**config.mk**
```make
export PLATFORM = sky130hd
export DESIGN_NAME = ufcm_ram
export DESIGN_NICKNAME = d
export VERILOG_FILES = /design/src/design/ufcm_ram.sv
export SDC_FILE = /design/constraint.sdc
export NUM_CORES = 1
export LEC_CHECK = 0
export ABC_AREA = 1
export ABC_CLOCK_PERIOD_IN_PS = 2000
export BUFFER_PORTS_ARGS = -buffer_cell sky130_fd_sc_hd__clkbuf_2
export CAP_MARGIN = 20
export CORE_UTILIZATION = 50
export CTS_CLUSTER_DIAMETER = 30
export DETAILED_ROUTE_END_ITERATION = 10
export PLACE_DENSITY = 0.7
export SLEW_MARGIN = 0
export SYNTH_ARGS = -nofsm -noshare
export SYNTH_HDL_FRONTEND = slang
export SYNTH_SLANG_ARGS = --single-unit
```
**constraint.sdc**
```tcl
create_clock -name i_clk -period 2 [get_ports i_clk]
set_clock_uncertainty 0.15 [all_clocks]
set_input_delay 0.6 -clock i_clk [delete_from_list [all_inputs] [get_ports i_clk]]
set_output_delay 0.6 -clock i_clk [all_outputs]
set_load 0.02 [all_outputs]
```
**src/design/ufcm_ram.sv**
```systemverilog
// Generic single-write, single-read RAM with a registered read port.
// No dependencies.
`timescale 1ns / 1ps

module ufcm_ram #(
    parameter int WIDTH = 8,
    parameter int DEPTH = 16,
    localparam int ADDR_W = (DEPTH > 1) ? $clog2(DEPTH) : 1
) (
    input  logic                     i_clk,
    input  logic                     i_we,
    input  logic [ADDR_W-1:0]        i_waddr,
    input  logic [WIDTH-1:0]         i_wdata,
    input  logic [ADDR_W-1:0]        i_raddr,
    output logic [WIDTH-1:0]         o_rdata
);
    logic [WIDTH-1:0] r_mem [DEPTH];
    logic [WIDTH-1:0] r_rdata;

    always_ff @(posedge i_clk) begin
        if (i_we) begin
            r_mem[i_waddr] <= i_wdata;
        end
        r_rdata <= r_mem[i_raddr];
    end

    assign o_rdata = r_rdata;
endmodule

```
==> impl_metrics.json <==
{
  "cts.clk_slew.worst_paths_ns": 0.06,
  "worst_pin_slew_ns": 0.392,
  "synth_area_leader_cell": "edfxtp_1",
  "timing.fmax_mhz": 582,
  "cellPowerDensity_nw_per_um2": 1020,
  "worstSetupStartpoint": "o_rdata[5]",
  "crit_cells": 1,
  "cp-end-kind": "primary output",
  "r2r_start": "r_mem[1][7]",
  "cts_root_buffer": "clkbuf_16",
  "port_buffers": 25,
  "dr_total_vias": 3842,
  "drcViolationCount": 0,
  "dp_worst_setup_slack_ns": 0.126,
  "cp.arrival_ns": 0.97,
  "final_util_pct": 61.1,
  "final_nets": 614,
  "grt_pass1_vias": 3762,
  "cts_max_path_buffers": 2,
  "ios": 26,
  "insertion_delay_ns": 0.42,
  "setup_viol": 0,
  "num_rows": 38,
  "min_period_ns": 1.72,
  "core_sq_um": 11000,
  "ir_drop_mv": 0.568,
  "grt_max_degree": 65,
  "crit_chain": "clkbuf_2",
  "synth_ff_type": "edfxtp_1",
  "synth-seq-cells": 136,
  "r2r_end": "o_rdata[7]",
  "initial_core_util_pct": 52.3,
  "synth-edff-count": 128,
  "synthDominantCellAreaShare_pct": 66.7,
  "synth_most_common_cell": "nand2_1",
  "pwr-share-comb_pct": 5.9,
  "seq_power_share_pct": 46.9,
  "r2r_slack_ns": 0.82,
  "period_share_pct": 85.9,
  "syn_avg_cell_area_sq_um": 10.5,
  "synth_area_leaders": "edfxtp_1, nand2_1, nand3_1",
  "fin_cells": 749,
  "dp.cells": 717,
  "die-width_um": 109,
  "synth.net_count": 569,
  "vias_per_cell": 5.13,
  "criticalPathCategory": "reg2out",
  "hp-start": "i_raddr[3]",
  "max_slew_margin_pct": 73.8,
  "gp_congestion": 0.881,
  "layout-drive-gt1-share_pct": 13.1,
  "synth_commonest_cells": "nand2_1, edfxtp_1, inv_1, nand3_1, nor2_1",
  "fillers": 891,
  "rsz0062_at_grt": "no",
  "yosysWarningCount": 0,
  "crit_family": "flip-flops",
  "final_cell_area_sq_um": 6740,
  "totalNegativeSetupSlack_ns": 0,
  "antennaDiodeCount": 0,
  "critical_path.endpoint": "o_rdata[5]",
  "grt_pass1_wl_um": 19700,
  "antenna_found_initial": 0,
  "areaGrowthSynthToFinish_pct": 16.9,
  "timing.final.ws_setup_ns": 0.281,
  "ctsHoldBuffers": 0,
  "required_ns": 1.25,
  "first_pass_iters": 4,
  "cts_tree": "built",
  "drt-wirelength-per-cell_um": 16.7,
  "crit_fanout": 1,
  "power.clock.fraction_pct": 47.2,
  "globalRouteTotalUtil_pct": 23.2,
  "die_y_um": 109,
  "finalHoldViolations": 0,
  "syn-cell-area_sq_um": 5770,
  "p_leak_nw": 2.95,
  "yosysSeqAreaShare_pct": 69.4,
  "post_cts_buffers": 0,
  "start_kind": "flip-flop",
  "hold_path_class": "in2reg",
  "detail_route.iter0.violations": 237,
  "grt_overflow_total": 0,
  "cts_buffers": 17,
  "crit_slowest_cell": "dfxtp_1",
  "synth.distinct_cells": 12,
  "async_flop_share_pct": 0,
  "cap_violations": 0,
  "synthCells": 551,
  "switching_power_mw": 1.45,
  "die_area_sq_um": 12000,
  "switching_share_pct": 21.2,
  "max_stage_delay_ns": 0.37,
  "cts_max_level": 4,
  "finalPower_mw": 6.85,
  "slew_viol_final": 0,
  "clock_sinks": 136,
  "drt_wl_total_um": 12500,
  "post-dp-hpwl_um": 7830,
  "placed_area_sq_um": 6130,
  "antenna_left": 0,
  "outcome": "complete, no violations",
  "cts.repair.resized": 0,
  "power.internal_mw": 5.40,
  "holdWs_ns": 0.337,
  "reg2reg_depth": 6,
  "critPathBufInv": 1
}
## layout make-up
class                   instances  area, sq um  share of cell area [%]
flip-flops and latches        136         4000                    59.4
multi-input cells             289         1210                    18.0
clock buffers                  21          440                    6.53
inverters                     102          383                    5.68
repair buffers                 50          350                    5.20
well taps                     140          175                    2.60
clock inverters                11          174                    2.58
## how the worst min path moves through the flow
stage / end / slack, ns / cells after the start
floorplan: o_rdata[0] / 0.46 / 6
global placement: o_rdata[3] / 0.50 / 6
detailed placement: o_rdata[3] / 0.50 / 6
CTS: o_rdata[3] / 0.32 / 3
global route: o_rdata[3] / 0.32 / 3
finish: o_rdata[3] / 0.34 / 3
## worst reg2reg max path, stage by stage (launching register included)
cell and delay (ns):
edfxtp_1 0.37, inv_1 0.06, nand2_1 0.04, nand3_1 0.08, nand3_1 0.11, nand3_1 0.17, nand2_1 0.08
## registers in the layout, indices dropped and copies added, names as in the netlist
name / cells
o_rdata: 8
r_mem: 128
## power by group through the flow
stage	clock, mW	sequential, mW	combinational [mW]
floorplan	0	3.28	0.225
global placement	0	3.27	0.398
detailed placement	0	3.27	0.405
CTS	3.24	3.21	0.409
global route	3.38	3.21	0.449
finish	3.23	3.21	0.407
## routing by layer
| metal | routed length (um) | vias up | share of wire, % | GRT usage, % |
|---|---|---|---|---|
| li1 | - | 1871 | - | - |
| met1 | 5300 | 1809 | 42 | 30.4 |
| met2 | 6040 | 136 | 48 | 36.1 |
| met3 | 838 | 26 | 6.7 | 6.34 |
| met4 | 334 | 0 | 2.7 | 11.0 |
| met5 | 0 | - | 0 | 0 |
## kinds of logic after synthesis
group                  count (synthesis)  synth area share, %
DFF                                  136                 69.4
buffers and inverters                126                 9.52
and+or+nand+nor                      289                 21.0
## cells in the final DEF, fill, tap and decap left out
cell type,instances
buf_4,22
nor2_1,17
clkinv_2,1
inv_2,2
clkinvlp_4,3
clkinv_4,3
buf_12,3
edfxtp_1,128
clkbuf_2,25
clkbuf_16,17
bufinv_16,4
nand3b_1,2
dfxtp_1,8
nand3_1,97
inv_1,100
nand2_1,173
clkbuf_1,4
Power figures use the tool's default switching activity.
